[config.mk]
export PLATFORM = sky130hd
export DESIGN_NAME = strike_bucket_coupon_select_core_flat
export DESIGN_NICKNAME = d
export VERILOG_FILES = /design/src/sv/sbcs_pkg.sv /design/src/sv/sbcs_in_if.sv /design/src/sv/sbcs_out_if.sv /design/src/sv/sbcs_ram.sv /design/src/sv/sbcs_muldiv.sv /design/src/sv/strike_bucket_coupon_select_core.sv /design/src/flat_wrapper.sv
export SDC_FILE = /design/constraint.sdc
export NUM_CORES = 2
export LEC_CHECK = 0
export ABC_CLOCK_PERIOD_IN_PS = 23900
export BUFFER_PORTS_ARGS = -buffer_cell sky130_fd_sc_hd__buf_4
export CAP_MARGIN = 20
export CORE_MARGIN = 1
export CORE_UTILIZATION = 34
export DETAILED_ROUTE_END_ITERATION = 16
export GPL_ROUTABILITY_DRIVEN = 0
export MAX_ROUTING_LAYER = met4
export RECOVER_POWER = 100
export SLEW_MARGIN = 20
export SYNTH_ARGS = -nofsm -noshare
export SYNTH_HDL_FRONTEND = slang
export SYNTH_HIERARCHICAL = 1
export SYNTH_SLANG_ARGS = --single-unit
[constraint.sdc]
create_clock -name clk -period 23.9 [get_ports clk]
set_input_delay 4.78 -clock clk [delete_from_list [all_inputs] [get_ports clk]]
set_output_delay 4.78 -clock clk [all_outputs]
set_load 0.05 [all_outputs]
[src/sv/sbcs_pkg.sv]
// shared types and constants of the strike bucket coupon selector
package sbcs_pkg;

  // field and port widths
  localparam int VAL_W      = 32;
  localparam int POS_W      = 3;
  localparam int STATUS_W   = 2;
  localparam int CFG_IDX_W  = 3;
  localparam int CFG_DATA_W = 32;
  localparam int SPREAD_W   = 31;
  localparam int COUNT_W    = 3;
  localparam int STRIKE_REGS = 4;
  localparam int STRIKE_IDX_W = 2;

  // result status codes
  localparam logic [STATUS_W-1:0] STATUS_OK     = 2'd0;
  localparam logic [STATUS_W-1:0] STATUS_COUNT  = 2'd1;
  localparam logic [STATUS_W-1:0] STATUS_ORDER  = 2'd2;
  localparam logic [STATUS_W-1:0] STATUS_SPREAD = 2'd3;

  // configuration register indexes
  localparam logic [CFG_IDX_W-1:0] REG_CALL_SPREAD = 3'd0;
  localparam logic [CFG_IDX_W-1:0] REG_SPREAD_W    = 3'd1;
  localparam logic [CFG_IDX_W-1:0] REG_STRIKE_N    = 3'd2;
  localparam logic [CFG_IDX_W-1:0] REG_STRIKE0     = 3'd3;
  localparam logic [CFG_IDX_W-1:0] REG_STRIKE1     = 3'd4;
  localparam logic [CFG_IDX_W-1:0] REG_STRIKE2     = 3'd5;
  localparam logic [CFG_IDX_W-1:0] REG_STRIKE3     = 3'd6;

  typedef logic signed [VAL_W-1:0] value_t;

  // request to the shared multiply/divide unit
  typedef struct packed {
    logic               start;
    logic [VAL_W-1:0]   mcand;
    logic [VAL_W-1:0]   mplier;
    logic [VAL_W-1:0]   divisor;
  } md_req_t;

  // response of the shared multiply/divide unit
  typedef struct packed {
    logic               done;
    logic [VAL_W-1:0]   quot;
  } md_rsp_t;

endpackage

[src/sv/sbcs_in_if.sv]
// element request channel of the coupon selector
interface sbcs_in_if;
  import sbcs_pkg::*;

  logic         valid;
  logic         ready;
  value_t       element_value;
  logic         last_element;

  modport source (output valid, output element_value, output last_element, input ready);
  modport sink   (input valid, input element_value, input last_element, output ready);
endinterface

[src/sv/sbcs_out_if.sv]
// result request channel of the coupon selector
interface sbcs_out_if;
  import sbcs_pkg::*;

  logic                 valid;
  logic                 ready;
  value_t               coupon_value;
  logic [POS_W-1:0]     selected_position;
  logic [STATUS_W-1:0]  status;

  modport source (output valid, output coupon_value, output selected_position,
                  output status, input ready);
  modport sink   (input valid, input coupon_value, input selected_position,
                  input status, output ready);
endinterface

[src/sv/sbcs_ram.sv]
// generic single write, single read ram with registered read data
module sbcs_ram #(
  parameter int WIDTH = 32,
  parameter int DEPTH = 6
) (
  input  logic                     clk,
  input  logic                     we,
  input  logic [$clog2(DEPTH)-1:0] waddr,
  input  logic [WIDTH-1:0]         wdata,
  input  logic [$clog2(DEPTH)-1:0] raddr,
  output logic [WIDTH-1:0]         rdata
);

  logic [WIDTH-1:0] mem_r [DEPTH];
  logic [WIDTH-1:0] rdata_r;

  // write port and registered read port
  always_ff @(posedge clk) begin
    if (we) begin
      mem_r[waddr] <= wdata;
    end
    rdata_r <= mem_r[raddr];
  end

  assign rdata = rdata_r;

endmodule

[src/sv/sbcs_muldiv.sv]
// shared shift-add multiplier followed by restoring divider, one bit per cycle
module sbcs_muldiv (
  input  logic              clk,
  input  logic              rst_n,
  input  sbcs_pkg::md_req_t req,
  output sbcs_pkg::md_rsp_t rsp
);
  import sbcs_pkg::*;

  localparam logic [1:0] PH_IDLE = 2'd0;
  localparam logic [1:0] PH_MUL  = 2'd1;
  localparam logic [1:0] PH_DIV  = 2'd2;

  logic [1:0]           phase_r;
  logic [5:0]           step_r;
  logic [2*VAL_W-1:0]   acc_r;
  logic [2*VAL_W-1:0]   mc_r;
  logic [VAL_W-1:0]     mp_r;
  logic [VAL_W-1:0]     rem_r;
  logic [VAL_W-1:0]     dv_r;
  logic                 done_r;

  logic [2*VAL_W-1:0]   sum;
  logic [VAL_W+1:0]     trial;
  logic                 qbit;
  logic [VAL_W-1:0]     rem_nxt;

  // partial product add and trial subtract
  always_comb begin
    sum     = acc_r + mc_r;
    trial   = {1'b0, rem_r, acc_r[2*VAL_W-1]} - {2'b00, dv_r};
    qbit    = !trial[VAL_W+1];
    rem_nxt = qbit ? trial[VAL_W-1:0] : {rem_r[VAL_W-2:0], acc_r[2*VAL_W-1]};
  end

  // sequencer: 32 multiply steps then 64 divide steps, acc holds product then quotient
  always_ff @(posedge clk) begin
    if (!rst_n) begin
      phase_r <= PH_IDLE;
      done_r  <= 1'b0;
    end else begin
      done_r <= (phase_r == PH_DIV) && (step_r == 6'd63);
      case (phase_r)
        PH_IDLE: begin
          if (req.start) begin
            mc_r    <= {{VAL_W{1'b0}}, req.mcand};
            mp_r    <= req.mplier;
            dv_r    <= req.divisor;
            acc_r   <= '0;
            step_r  <= '0;
            phase_r <= PH_MUL;
          end
        end
        PH_MUL: begin
          if (mp_r[0]) begin
            acc_r <= sum;
          end
          mc_r   <= mc_r << 1;
          mp_r   <= mp_r >> 1;
          if (step_r == 6'd31) begin
            step_r  <= '0;
            rem_r   <= '0;
            phase_r <= PH_DIV;
          end else begin
            step_r <= step_r + 6'd1;
          end
        end
        PH_DIV: begin
          acc_r  <= {acc_r[2*VAL_W-2:0], qbit};
          rem_r  <= rem_nxt;
          step_r <= step_r + 6'd1;
          if (step_r == 6'd63) begin
            phase_r <= PH_IDLE;
          end
        end
        default: begin
          phase_r <= PH_IDLE;
        end
      endcase
    end
  end

  assign rsp.done = done_r;
  assign rsp.quot = acc_r[VAL_W-1:0];

endmodule

[src/sv/strike_bucket_coupon_select_core.sv]
// strike bucket coupon selector: element intake, strike scan and result sequencer
// An unmarked element is taken while the sequencer is idle. A marked element closes
// the call: the sequencer checks it, scans the strikes and reads the bucket coupons,
// and when interpolating it waits on the 32 multiply and 64 divide steps of
// the shared mul/div unit. A result waits in the output register while
// elements of the next call are taken. Reset clears control and configuration;
// the coupon store is undefined until written.
module strike_bucket_coupon_select_core #(
  parameter int MAX_STRIKES = 4
) (
  input  logic                             clk,
  input  logic                             rst_n,
  sbcs_in_if.sink                          in_chan,
  sbcs_out_if.source                       out_chan,
  input  logic                             cfg_we,
  input  logic [sbcs_pkg::CFG_IDX_W-1:0]   cfg_index,
  input  logic [sbcs_pkg::CFG_DATA_W-1:0]  cfg_data
);
  import sbcs_pkg::*;

  localparam int SLOTS = MAX_STRIKES + 2;
  localparam int AW    = $clog2(SLOTS);
  localparam int CW    = $clog2(SLOTS + 1);

  localparam logic [3:0] ST_IDLE    = 4'd0;
  localparam logic [3:0] ST_CHECK   = 4'd1;
  localparam logic [3:0] ST_SCAN    = 4'd2;
  localparam logic [3:0] ST_RESOLVE = 4'd3;
  localparam logic [3:0] ST_RD_LO   = 4'd4;
  localparam logic [3:0] ST_RD_HI   = 4'd5;
  localparam logic [3:0] ST_PREP    = 4'd6;
  localparam logic [3:0] ST_MULDIV  = 4'd7;
  localparam logic [3:0] ST_FINISH  = 4'd8;

  // configuration
  logic                  spread_on_r;
  logic [SPREAD_W-1:0]   spread_w_r;
  logic [COUNT_W-1:0]    strike_n_r;
  value_t                strike_r [STRIKE_REGS];

  // call and sequencer state
  logic [3:0]             state_r, state_nxt;
  value_t                 base_r;
  logic [CW-1:0]          cnt_r;
  logic                   ovf_r;
  logic [STRIKE_IDX_W-1:0] idx_r;
  value_t                 prev_r;
  logic                   found_r;
  logic                   interp_r;
  logic                   bad_r;
  logic [POS_W-1:0]       sel_pos_r;
  logic [VAL_W-1:0]       t_r;
  value_t                 lo_r;
  logic [VAL_W-1:0]       mag_r;
  logic                   neg_r;
  logic                   md_start_r;
  value_t                 res_coupon_r;
  logic [POS_W-1:0]       res_pos_r;
  logic [STATUS_W-1:0]    res_status_r;

  // output register
  logic                   ov_r;
  value_t                 oc_r;
  logic [POS_W-1:0]       op_r;
  logic [STATUS_W-1:0]    os_r;

  logic                   in_fire;
  logic                   out_free;
  logic [STATUS_W-1:0]    chk_status;
  value_t                 cur_strike;
  logic signed [VAL_W+1:0] b2, s2, wz, lo_lim, hi_lim, tt;
  logic                   last_idx;
  logic [POS_W-1:0]       idx_pos;
  logic [POS_W-1:0]       pos_inc;
  logic                   ram_we;
  logic [AW-1:0]          ram_raddr;
  logic [VAL_W-1:0]       ram_rdata;
  logic signed [VAL_W:0]  d33, dmag33;
  logic signed [VAL_W+1:0] step34, sum34;
  value_t                 sat_res;
  md_req_t                md_req;
  md_rsp_t                md_rsp;

  assign in_fire  = in_chan.valid && in_chan.ready;
  assign out_free = !ov_r || out_chan.ready;

  // call checks ahead of the scan
  always_comb begin
    if (spread_on_r && spread_w_r == '0) begin
      chk_status = STATUS_SPREAD;
    end else if (strike_n_r > COUNT_W'(MAX_STRIKES) || ovf_r ||
                 4'(cnt_r) != 4'(strike_n_r) + 4'd2) begin
      chk_status = STATUS_COUNT;
    end else begin
      chk_status = STATUS_OK;
    end
  end

  // strike compare unit, one strike per scan cycle
  always_comb begin
    cur_strike = strike_r[idx_r];
    b2       = {base_r[VAL_W-1], base_r, 1'b0};
    s2       = {cur_strike[VAL_W-1], cur_strike, 1'b0};
    wz       = {3'b000, spread_w_r};
    lo_lim   = s2 - wz;
    hi_lim   = s2 + wz;
    tt       = b2 - lo_lim;
    last_idx = {1'b0, idx_r} == strike_n_r - 3'd1;
    idx_pos  = {1'b0, idx_r} + 3'd1;
    pos_inc  = sel_pos_r + 3'd1;
  end

  // coupon difference and saturated interpolation sum
  always_comb begin
    d33    = {ram_rdata[VAL_W-1], ram_rdata} - {lo_r[VAL_W-1], lo_r};
    dmag33 = d33[VAL_W] ? -d33 : d33;
    step34 = neg_r ? -$signed({2'b00, md_rsp.quot}) : $signed({2'b00, md_rsp.quot});
    sum34  = {{2{lo_r[VAL_W-1]}}, lo_r} + step34;
    if (sum34[VAL_W+1:VAL_W-1] == 3'b000 || sum34[VAL_W+1:VAL_W-1] == 3'b111) begin
      sat_res = sum34[VAL_W-1:0];
    end else if (sum34[VAL_W+1]) begin
      sat_res = {1'b1, {(VAL_W-1){1'b0}}};
    end else begin
      sat_res = {1'b0, {(VAL_W-1){1'b1}}};
    end
  end

  // coupon store
  assign ram_we    = in_fire && cnt_r < CW'(SLOTS);
  assign ram_raddr = (state_r == ST_RD_LO) ? sel_pos_r[AW-1:0] : pos_inc[AW-1:0];

  sbcs_ram #(
    .WIDTH (VAL_W),
    .DEPTH (SLOTS)
  ) u_store (
    .clk   (clk),
    .we    (ram_we),
    .waddr (cnt_r[AW-1:0]),
    .wdata (in_chan.element_value),
    .raddr (ram_raddr),
    .rdata (ram_rdata)
  );

  // shared multiply/divide: |c_hi - c_lo| * t / (2 * width)
  assign md_req.start   = md_start_r;
  assign md_req.mcand   = mag_r;
  assign md_req.mplier  = t_r;
  assign md_req.divisor = {spread_w_r, 1'b0};

  sbcs_muldiv u_muldiv (
    .clk   (clk),
    .rst_n (rst_n),
    .req   (md_req),
    .rsp   (md_rsp)
  );

  // sequencer next state
  always_comb begin
    state_nxt = state_r;
    case (state_r)
      ST_IDLE: begin
        if (in_fire && in_chan.last_element) begin
          state_nxt = ST_CHECK;
        end
      end
      ST_CHECK: begin
        if (chk_status != STATUS_OK) begin
          state_nxt = ST_FINISH;
        end else if (strike_n_r == '0) begin
          state_nxt = ST_RESOLVE;
        end else begin
          state_nxt = ST_SCAN;
        end
      end
      ST_SCAN: begin
        if (last_idx) begin
          state_nxt = ST_RESOLVE;
        end
      end
      ST_RESOLVE: state_nxt = bad_r ? ST_FINISH : ST_RD_LO;
      ST_RD_LO:   state_nxt = ST_RD_HI;
      ST_RD_HI:   state_nxt = interp_r ? ST_PREP : ST_FINISH;
      ST_PREP:    state_nxt = ST_MULDIV;
      ST_MULDIV: begin
        if (md_rsp.done) begin
          state_nxt = ST_FINISH;
        end
      end
      ST_FINISH: begin
        if (out_free) begin
          state_nxt = ST_IDLE;
        end
      end
      default: state_nxt = ST_IDLE;
    endcase
  end

  // configuration writes
  always_ff @(posedge clk) begin
    if (!rst_n) begin
      spread_on_r <= 1'b0;
      spread_w_r  <= '0;
      strike_n_r  <= '0;
      for (int k = 0; k < STRIKE_REGS; k++) begin
        strike_r[k] <= '0;
      end
    end else if (cfg_we) begin
      case (cfg_index)
        REG_CALL_SPREAD: spread_on_r <= cfg_data[0];
        REG_SPREAD_W:    spread_w_r  <= cfg_data[SPREAD_W-1:0];
        REG_STRIKE_N:    strike_n_r  <= cfg_data[COUNT_W-1:0];
        REG_STRIKE0:     strike_r[0] <= cfg_data;
        REG_STRIKE1:     strike_r[1] <= cfg_data;
        REG_STRIKE2:     strike_r[2] <= cfg_data;
        REG_STRIKE3:     strike_r[3] <= cfg_data;
        default: ;
      endcase
    end
  end

  // element intake, scan and result registers
  always_ff @(posedge clk) begin
    if (!rst_n) begin
      state_r    <= ST_IDLE;
      cnt_r      <= '0;
      ovf_r      <= 1'b0;
      base_r     <= '0;
      md_start_r <= 1'b0;
      ov_r       <= 1'b0;
    end else begin
      state_r    <= state_nxt;
      md_start_r <= (state_r == ST_PREP);
      // output valid: load a finished result, clear once taken
      if (state_r == ST_FINISH && out_free) begin
        ov_r <= 1'b1;
      end else if (ov_r && out_chan.ready) begin
        ov_r <= 1'b0;
      end
      case (state_r)
        ST_IDLE: begin
          if (in_fire) begin
            if (cnt_r < CW'(SLOTS)) begin
              if (cnt_r == '0) begin
                base_r <= in_chan.element_value;
              end
              cnt_r <= cnt_r + CW'(1);
            end else begin
              ovf_r <= 1'b1;
            end
          end
        end
        ST_CHECK: begin
          idx_r        <= '0;
          found_r      <= 1'b0;
          interp_r     <= 1'b0;
          bad_r        <= 1'b0;
          res_coupon_r <= '0;
          res_pos_r    <= '0;
          res_status_r <= chk_status;
        end
        ST_SCAN: begin
          prev_r <= cur_strike;
          idx_r  <= idx_r + STRIKE_IDX_W'(1);
          if (idx_r != '0 && prev_r > cur_strike) begin
            bad_r <= 1'b1;
          end
          if (!found_r) begin
            if (!spread_on_r) begin
              if (base_r < cur_strike) begin
                found_r   <= 1'b1;
                sel_pos_r <= idx_pos;
              end
            end else if (b2 < lo_lim) begin
              found_r   <= 1'b1;
              sel_pos_r <= idx_pos;
            end else if (b2 <= hi_lim) begin
              found_r   <= 1'b1;
              interp_r  <= 1'b1;
              sel_pos_r <= idx_pos;
              t_r       <= tt[VAL_W-1:0];
            end
          end
        end
        ST_RESOLVE: begin
          if (bad_r) begin
            res_status_r <= STATUS_ORDER;
          end else if (!found_r) begin
            sel_pos_r <= strike_n_r + 3'd1;
            interp_r  <= 1'b0;
          end
        end
        ST_RD_HI: begin
          lo_r         <= ram_rdata;
          res_coupon_r <= ram_rdata;
          res_pos_r    <= sel_pos_r;
        end
        ST_PREP: begin
          mag_r <= dmag33[VAL_W-1:0];
          neg_r <= d33[VAL_W];
        end
        ST_MULDIV: begin
          if (md_rsp.done) begin
            res_coupon_r <= sat_res;
          end
        end
        ST_FINISH: begin
          if (out_free) begin
            oc_r  <= res_coupon_r;
            op_r  <= res_pos_r;
            os_r  <= res_status_r;
            cnt_r <= '0;
            ovf_r <= 1'b0;
          end
        end
        default: ;
      endcase
    end
  end

  // ports
  assign in_chan.ready              = (state_r == ST_IDLE);
  assign out_chan.valid             = ov_r;
  assign out_chan.coupon_value      = oc_r;
  assign out_chan.selected_position = op_r;
  assign out_chan.status            = os_r;

  // checks on the sequencer and result formation
  a_md_done_in_muldiv: assert property (@(posedge clk) disable iff (!rst_n)
    md_rsp.done |-> state_r == ST_MULDIV)
    else $error("mul/div completion outside its wait state");

  a_error_zero_payload: assert property (@(posedge clk) disable iff (!rst_n)
    ov_r && os_r != STATUS_OK |-> oc_r == '0 && op_r == '0)
    else $error("error result with non-zero coupon or position");

  a_ok_has_position: assert property (@(posedge clk) disable iff (!rst_n)
    ov_r && os_r == STATUS_OK |-> op_r != '0)
    else $error("ok result without a coupon position");

  a_count_bounded: assert property (@(posedge clk) disable iff (!rst_n)
    cnt_r <= CW'(SLOTS))
    else $error("element count past the store depth");

endmodule

[src/flat_wrapper.sv]
// flat-port wrapper written by rule: the top's interface ports become plain ports
module strike_bucket_coupon_select_core_flat import sbcs_pkg::*;
#(
  parameter int MAX_STRIKES = 4
)
  (clk, rst_n, cfg_we, cfg_index, cfg_data, in_chan_valid, in_chan_element_value, in_chan_last_element, in_chan_ready, out_chan_valid, out_chan_coupon_value, out_chan_selected_position, out_chan_status, out_chan_ready);
  sbcs_in_if in_chan_i ();
  sbcs_out_if out_chan_i ();
  input  logic clk;
  input  logic rst_n;
  input  logic cfg_we;
  input  logic [sbcs_pkg::CFG_IDX_W-1:0] cfg_index;
  input  logic [sbcs_pkg::CFG_DATA_W-1:0] cfg_data;
  input wire logic [$bits(in_chan_i.valid)-1:0] in_chan_valid;
  input wire logic [$bits(in_chan_i.element_value)-1:0] in_chan_element_value;
  input wire logic [$bits(in_chan_i.last_element)-1:0] in_chan_last_element;
  output wire logic [$bits(in_chan_i.ready)-1:0] in_chan_ready;
  output wire logic [$bits(out_chan_i.valid)-1:0] out_chan_valid;
  output wire logic [$bits(out_chan_i.coupon_value)-1:0] out_chan_coupon_value;
  output wire logic [$bits(out_chan_i.selected_position)-1:0] out_chan_selected_position;
  output wire logic [$bits(out_chan_i.status)-1:0] out_chan_status;
  input wire logic [$bits(out_chan_i.ready)-1:0] out_chan_ready;
  assign in_chan_i.valid = in_chan_valid;
  assign in_chan_i.element_value = in_chan_element_value;
  assign in_chan_i.last_element = in_chan_last_element;
  assign in_chan_ready = in_chan_i.ready;
  assign out_chan_valid = out_chan_i.valid;
  assign out_chan_coupon_value = out_chan_i.coupon_value;
  assign out_chan_selected_position = out_chan_i.selected_position;
  assign out_chan_status = out_chan_i.status;
  assign out_chan_i.ready = out_chan_ready;
  strike_bucket_coupon_select_core #(.MAX_STRIKES(MAX_STRIKES)) u_core (.clk(clk), .rst_n(rst_n), .in_chan(in_chan_i), .out_chan(out_chan_i), .cfg_we(cfg_we), .cfg_index(cfg_index), .cfg_data(cfg_data));
endmodule
After elaboration in Yosys (flattened, before gate mapping)
Memories as Yosys holds them, arrays and structs flattened. A register that Yosys moved wholly into a read port is not among the register bits.
Index checks and enable logic that the tools add are counted.
{"block": "totals", "memories": 2, "ram_bits": 320, "inputBits": 73, "regBits": 520}
{"block": "op_classes", "reduce_logical": 59, "bitwise": 6, "mux": 96, "order_cmp": 6, "eq_ne": 42, "n_addsub": 17}
{"memory": "u_core.u_store.mem_r", "depth": 6, "word_bits": 32, "rd": 1, "rd_ports_with_merged_regs": 1, "write_ports": 1, "line": "sbcs_ram.sv:14", "rtl": "logic [WIDTH-1:0] mem_r [DEPTH];"}
{"memory": "u_core.strike_r", "depth": 4, "word_bits": 32, "rd": 1, "rd_ports_with_merged_regs": 1, "write_ports": 4, "line": "strike_bucket_coupon_select_core.sv:39", "rtl": "value_t strike_r [STRIKE_REGS];"}
{"cell": "32-bit two-way mux", "n": 11}
{"cell": "64-bit two-way mux", "n": 3}
{"cell": "64-bit one-hot mux with 3 select lines", "n": 1}
{"cell": "32-bit one-hot mux with 2 select lines", "n": 2}
{"cell": "64-bit one-hot mux with 2 select lines", "n": 1}
{"cell": "32-bit one-hot mux with 3 select lines", "n": 1}
{"cell": "33-bit by 32-bit subtractor with 34-bit output", "n": 2}
{"cell": "64-bit adder", "n": 1}
{"cell": "1-bit two-way mux", "n": 38}
{"cell": "4-bit one-hot mux with 9 select lines", "n": 1}
{"cell": "33-bit by 32-bit adder with 34-bit output", "n": 1}
{"cell": "34-bit adder", "n": 1}
{"cell": "33-bit by 34-bit <= comparator with 1-bit output", "n": 1}
{"cell": "33-bit by 34-bit less-than comparator with 1-bit output", "n": 1}
{"cell": "34-bit two-way mux", "n": 1}
{"cell": "32-bit negator with 34-bit output", "n": 1}
{"cell": "3-bit two-way mux", "n": 11}
{"cell": "32-bit by 32-bit subtractor with 33-bit output", "n": 1}
{"cell": "32-bit > comparator", "n": 1}
{"cell": "32-bit less-than comparator", "n": 1}
{"cell": "32-bit negator", "n": 1}
{"cell": "32-bit subtractor", "n": 1}
{"cell": "31-bit zero test", "n": 1}
{"cell": "4-bit two-way mux", "n": 7}
{"cell": "other kinds (49)", "n": 135}

Longest topological paths before layout
{"block": "logic_depth", "word_depth": 8, "ltp_mapped": 28, "mapped_depth_nobuf": 26}

Modules after synthesis
Netlist, hierarchy kept.
{"mod": "strike_bucket_coupon_select_core", "cells_each": 2809, "area_each_um2": 27806.7, "instances": 1}
{"mod": "sbcs_muldiv", "cells_each": 1459, "area_each_um2": 15237.1, "instances": 1}
{"mod": "sbcs_ram", "cells_each": 418, "area_each_um2": 8059.0, "instances": 1}

Worst setup path after synthesis
Ideal clock, no wire load.
{"block": "synth_path", "path_type": "input to register", "from": "input rst_n", "to": "register u_core.u_muldiv.mc_r[0], enable pin", "setup_slack_ps": 14377, "cell_stages": 1, "setup_time_ps": 562, "arrival_ps": 8961, "path_cell_list": "nor2b_1"}
{"block": "synth_via", "elab_chain_cells": 1}
{"item": "start: declaration", "line": "flat_wrapper.sv:10", "rtl": "input logic rst_n;"}
{"item": "3-bit AND reduction (no line)"}
{"item": "end signal: assignment", "line": "sbcs_muldiv.sv:46", "rtl": "mc_r <= {{VAL_W{1'b0}}, req.mcand};"}
{"item": "end signal: assignment", "line": "sbcs_muldiv.sv:58", "rtl": "mc_r <= mc_r << 1;"}
{"item": "end: declaration", "line": "sbcs_muldiv.sv:17", "rtl": "logic [2*VAL_W-1:0] mc_r;"}
No other way between the ends.
A chain may end at the register's enable or synchronous reset.

Final worst setup path
{"block": "layout_path", "from": "input rst_n", "to": "register u_core.u_muldiv.mc_r[30], enable pin"}
Same word-level chain as after synthesis.

==> run summary <==
The adder-cell share of the synthesized area works out to 9.17%. The final reports fail on capacitance limit, slew limit. The run finished, with violations left.

The total overflow reported by the global router was 0; the detailed-route vias per instance was 5.28. The number of antenna violations at the first check in global routing was 8; the overall die area was 152000 sq um. Among all flip-flop cells after synthesis, the most frequent one is sky130_fd_sc_hd__edfxtp_1. Dividing the detail-routed wire length by the instance count gives 19.5 um.

The clock passes through at most 3 buffers. The run gives 23.0% as the met1 global-route usage. TritonCTS built the clock tree. Summing the sequential cell areas from Yosys gives 49.2% of the chip area.

Power spread over the standard cell area amounts to 65.8 nW/um^2. The share of cell area taken by muxes after synthesis came out at 5.41%. Setup repair after global routing left no endpoint under its margin. The die is 390 um tall. Iteration-0 DRC count of the detailed router: 2720. Traced cell by cell, the critical path runs through clkbuf_1, nor2b_1, clkbuf_1. The run gives 13.18 ns as the worst path setup slack after routing.

At the worst endpoint, the arrival time is 10.94 ns. The tree built by TritonCTS fans out to 875 sinks. The starting utilization of the core area was 34.4%; the clock insertion delay at the later pin of the skew report was 0.71 ns.

The final net count is 5167. Cell internal power dissipation: 2760 uW. Global routing consumed, over all layers together, 17.6% of the routing resources. The count of cells in the finished layout, fillers not included, comes to 6810.

The run gives 51100 sq um as the post-synth design cell area. TritonCTS created 94 clock buffers. Combinational logic burns 12.4% of the power. For this design, the slowest cell found on the critical path is sky130_fd_sc_hd__clkbuf_1. The worst setup path is launched from a primary input. For met3 alone, demand over resource in global routing was 3.16%. For the via count of the first global-routing pass, the log shows 35000.

In this run the number of H-tree levels came out at 3. The clock period minus final worst setup slack works out to 10.72 ns. Counting both buffers and inverters, the worst setup path holds a total of 2. Once detail routing completed, the nets flagged for antenna violations numbered 0.

Setup violations remaining at the end of the flow were counted as 0. For the global-route met2 utilization, the log shows 28.2%. Clock-pin slew was measured on the worst setup and hold paths at 0.06 ns. The measured slew at the worst slew-check pin was 3.89 ns. On the worst path, the slowest cell contributes a delay of 2.82 ns. The area growth from synthesis to layout is 10.7%.

The routed layout has 35900 vias. The tools report the net switching power as 963 uW. Category of cells accounting for the largest share of critical-path delay: buffers and inverters.

The number of resized instances in the post-cts repair step came out at 0. Port buffering added 111 buffers. The part of the power in registers was 46.7%; the sum of negative setup slack was 0 ns. The detailed-routing iteration count for the pre-antenna-repair pass is 5. The final-report max-slew violation count was 1082; the synthesized-area fraction occupied by and/or/nand/nor cells was 12.8%. After global routing, the most crowded layer is met2.

The main combinational cell family by area after synthesis was compound AO/OA/AOI/OAI gates. The type of destination of the critical path is a register. In the routed design, unresolved DRC markers number 0.

The synthesized-area fraction occupied by xor and xnor cells is 4.73%, and the number of distinct library cells after synthesis is 103. Library cell appearing most often on the critical path: sky130_fd_sc_hd__clkbuf_1. Type of the setup path with the least slack: primary input to register. The total wirelength of the detailed-routed design was 133000 um; the count of max-cap constraint violations was 32.

The fraction of final layout cells with drive strength greater than 1 is 7.55%, and the complex-gate fraction of the synthesized area is 14.8%. Prior to clock tree synthesis, the placed netlist has a worst setup slack of 16.38 ns. Entering global routing, the biggest net connects 67 pins. The analysis attributes to cell leakage a power of 0.0210 uW. The share of flip-flops with an asynchronous set or reset after synthesis works out to 0%.

The share of the cycle needed by the critical path after routing works out to 44.9%. The net switching share of the total power came out at 25.9%. Once detailed placement completed, the half-perimeter wirelength came to 96800 um. Post-CTS timing repair inserted 0 buffers for setup. A synthesized cell averages 10.9 sq um.

The run gives 24.12 ns as the data required time of the critical path. Maximum fanout along the worst path: 65. The tools report the final hold violation count as 0. In this run the tightest slew margin relative to its limit is -159%.

The floorplan row count was 141. For this design, the CTS-stage hold fixing added 0 buffers. Timing would allow up to 93.3 MHz.

From left edge to right edge, the die measures 390 um. The tools report the clock share of power as 40.9%. The tools report the clock root buffer as sky130_fd_sc_hd__clkbuf_16. The class of the tightest hold or removal check was register to register. In this run the count of I/O pins placed on the die edge is 112. In this run, synthesis produced a sequential element count of 875.

Yosys mapped a number of flops with a built-in enable equal to 761. Power comes to 3720 uW. For the global-route wire length before repair, the log shows 204000 um. Hold is met by 0.418 ns.

The region available for standard cell placement spans 148000 sq um. The post-synthesis instance total is 4686, and the peak ir drop on the vdd network is 67.7 uV. Cell count after placement: 6628. Synthesized net count: 5130. The run gives 6 as the count of yosys warnings during synthesis. The clock skew is 0.0341 ns.
-- cells in the mapped netlist, types with 34 or more instances --
library cell	count	area share, %
sky130_fd_sc_hd__and2_1	176	2.2
sky130_fd_sc_hd__a22o_1	34	0.58
sky130_fd_sc_hd__nand4_1	60	0.73
sky130_fd_sc_hd__a21oi_1	366	3.6
sky130_fd_sc_hd__nand3_1	72	0.71
sky130_fd_sc_hd__o21bai_1	55	0.81
sky130_fd_sc_hd__ha_1	365	8.9
sky130_fd_sc_hd__o21ai_0	219	2.1
sky130_fd_sc_hd__edfxtp_1	761	45
sky130_fd_sc_hd__a31oi_1	37	0.45
sky130_fd_sc_hd__nand2b_1	55	0.67
sky130_fd_sc_hd__o21a_1	50	0.73
sky130_fd_sc_hd__dfxtp_1	114	4.5
sky130_fd_sc_hd__nor2b_1	97	1.2
sky130_fd_sc_hd__nor2_1	235	1.7
sky130_fd_sc_hd__buf_4	41	0.60
sky130_fd_sc_hd__clkbuf_1	145	1.1
sky130_fd_sc_hd__xor2_1	76	1.3
sky130_fd_sc_hd__xnor2_1	198	3.4
sky130_fd_sc_hd__mux2i_1	131	2.6
sky130_fd_sc_hd__a21o_1	129	1.9
sky130_fd_sc_hd__o31ai_1	38	0.56
sky130_fd_sc_hd__mux2_2	65	1.4
sky130_fd_sc_hd__nor3_1	68	0.67
sky130_fd_sc_hd__nand2_1	392	2.9
sky130_fd_sc_hd__inv_1	235	1.7
-- through the flow --
step	utilization (%)	area (sq um)
floorplan	-	51100
global placement	36.3	53900
detailed placement	36.4	53900
CTS	38.5	57200
global route	38.1	56500
finish	38.1	56500
-- per-layer routing --
metal  vias to the layer above  share of wire [%]
li1                      17300                  -
met1                     17600                 45
met2                       866                 47
met3                       169                5.5
met4                         0                2.5
met5                         -                  0
-- sequential cells by signal, summed over array words and instances, names as in the netlist, 4 cells and up, named ones only --
name                          flops
u_core/t_r                       32
u_core/mag_r                     32
u_core/u_muldiv/dv_r             32
u_core/res_coupon_r              32
u_core/strike_r                 128
u_core/u_muldiv/mp_r             32
u_core/u_muldiv/rem_r            32
u_core/u_muldiv/mc_r             64
u_core/lo_r                      32
u_core/spread_w_r                31
u_core/u_store/rdata             32
u_core/u_store/mem_r            192
u_core/u_muldiv/step_r            6
u_core/state_r                    4
u_core/prev_r                    32
u_core/out_chan.coupon_value     32
u_core/u_muldiv/acc_r            64
u_core/base_r                    32
-- final timing paths --
check	startpoint	to	slack [ns]	cells after the start
setup / recovery	rst_n	u_core/u_muldiv/mc_r[30]	13.18	3
hold / removal	u_core/res_coupon_r[24]	u_core/out_chan.coupon_value[24]	0.42	0
setup reg to reg	register	u_core/t_r[27]	13.71	22
hold reg to reg	u_core/res_coupon_r[24]	u_core/out_chan.coupon_value[24]	0.42	0
-- layout make-up --
type	instances	area, sq um
antenna	3	7.51
multi-input combinational	3355	24000
timing repair buffer	159	796
tap	2002	2500
clock buffer	116	2500
clock inverter	62	736
sequential	875	25100
fill	14500	91800
inverter	238	893
-- power by group through the flow --
stage	Sequential (uW)	Combinational [uW]	Clock, uW
floorplan	1750	325	0
global placement	1770	455	0
detailed placement	1770	464	0
CTS	1740	466	1560
global route	1740	507	1620
finish	1740	461	1520
-- placed cells by master (no fill, tap or decap), types with 53 or more instances in the layout --
cell / instances
sky130_fd_sc_hd__nand3_1: 72
sky130_fd_sc_hd__a21o_1: 129
sky130_fd_sc_hd__edfxtp_1: 761
sky130_fd_sc_hd__nor3_1: 68
sky130_fd_sc_hd__nor2b_1: 97
sky130_fd_sc_hd__nand4_1: 60
sky130_fd_sc_hd__o21ai_0: 231
sky130_fd_sc_hd__dfxtp_1: 114
sky130_fd_sc_hd__nand2b_1: 55
sky130_fd_sc_hd__nand2_1: 393
sky130_fd_sc_hd__o21bai_1: 54
sky130_fd_sc_hd__a21oi_1: 374
sky130_fd_sc_hd__nor2_1: 232
sky130_fd_sc_hd__and2_1: 87
sky130_fd_sc_hd__and2_0: 89
sky130_fd_sc_hd__clkbuf_16: 95
sky130_fd_sc_hd__mux2_2: 65
sky130_fd_sc_hd__mux2i_1: 130
sky130_fd_sc_hd__xnor2_1: 197
sky130_fd_sc_hd__xor2_1: 76
sky130_fd_sc_hd__inv_1: 235
sky130_fd_sc_hd__clkbuf_1: 123
sky130_fd_sc_hd__buf_4: 53
sky130_fd_sc_hd__ha_1: 364
-- logic make-up after synthesis --
family | after synthesis
and+or+nand+nor | 1306
AOI/OAI and AO/OA | 1174
DFF | 875
buffers and inverters | 456
adders and majority gates | 371
xor gates and xnor gates | 275
muxes | 228
other | 1
No activity file was read; power rests on OpenSTA's default activity.
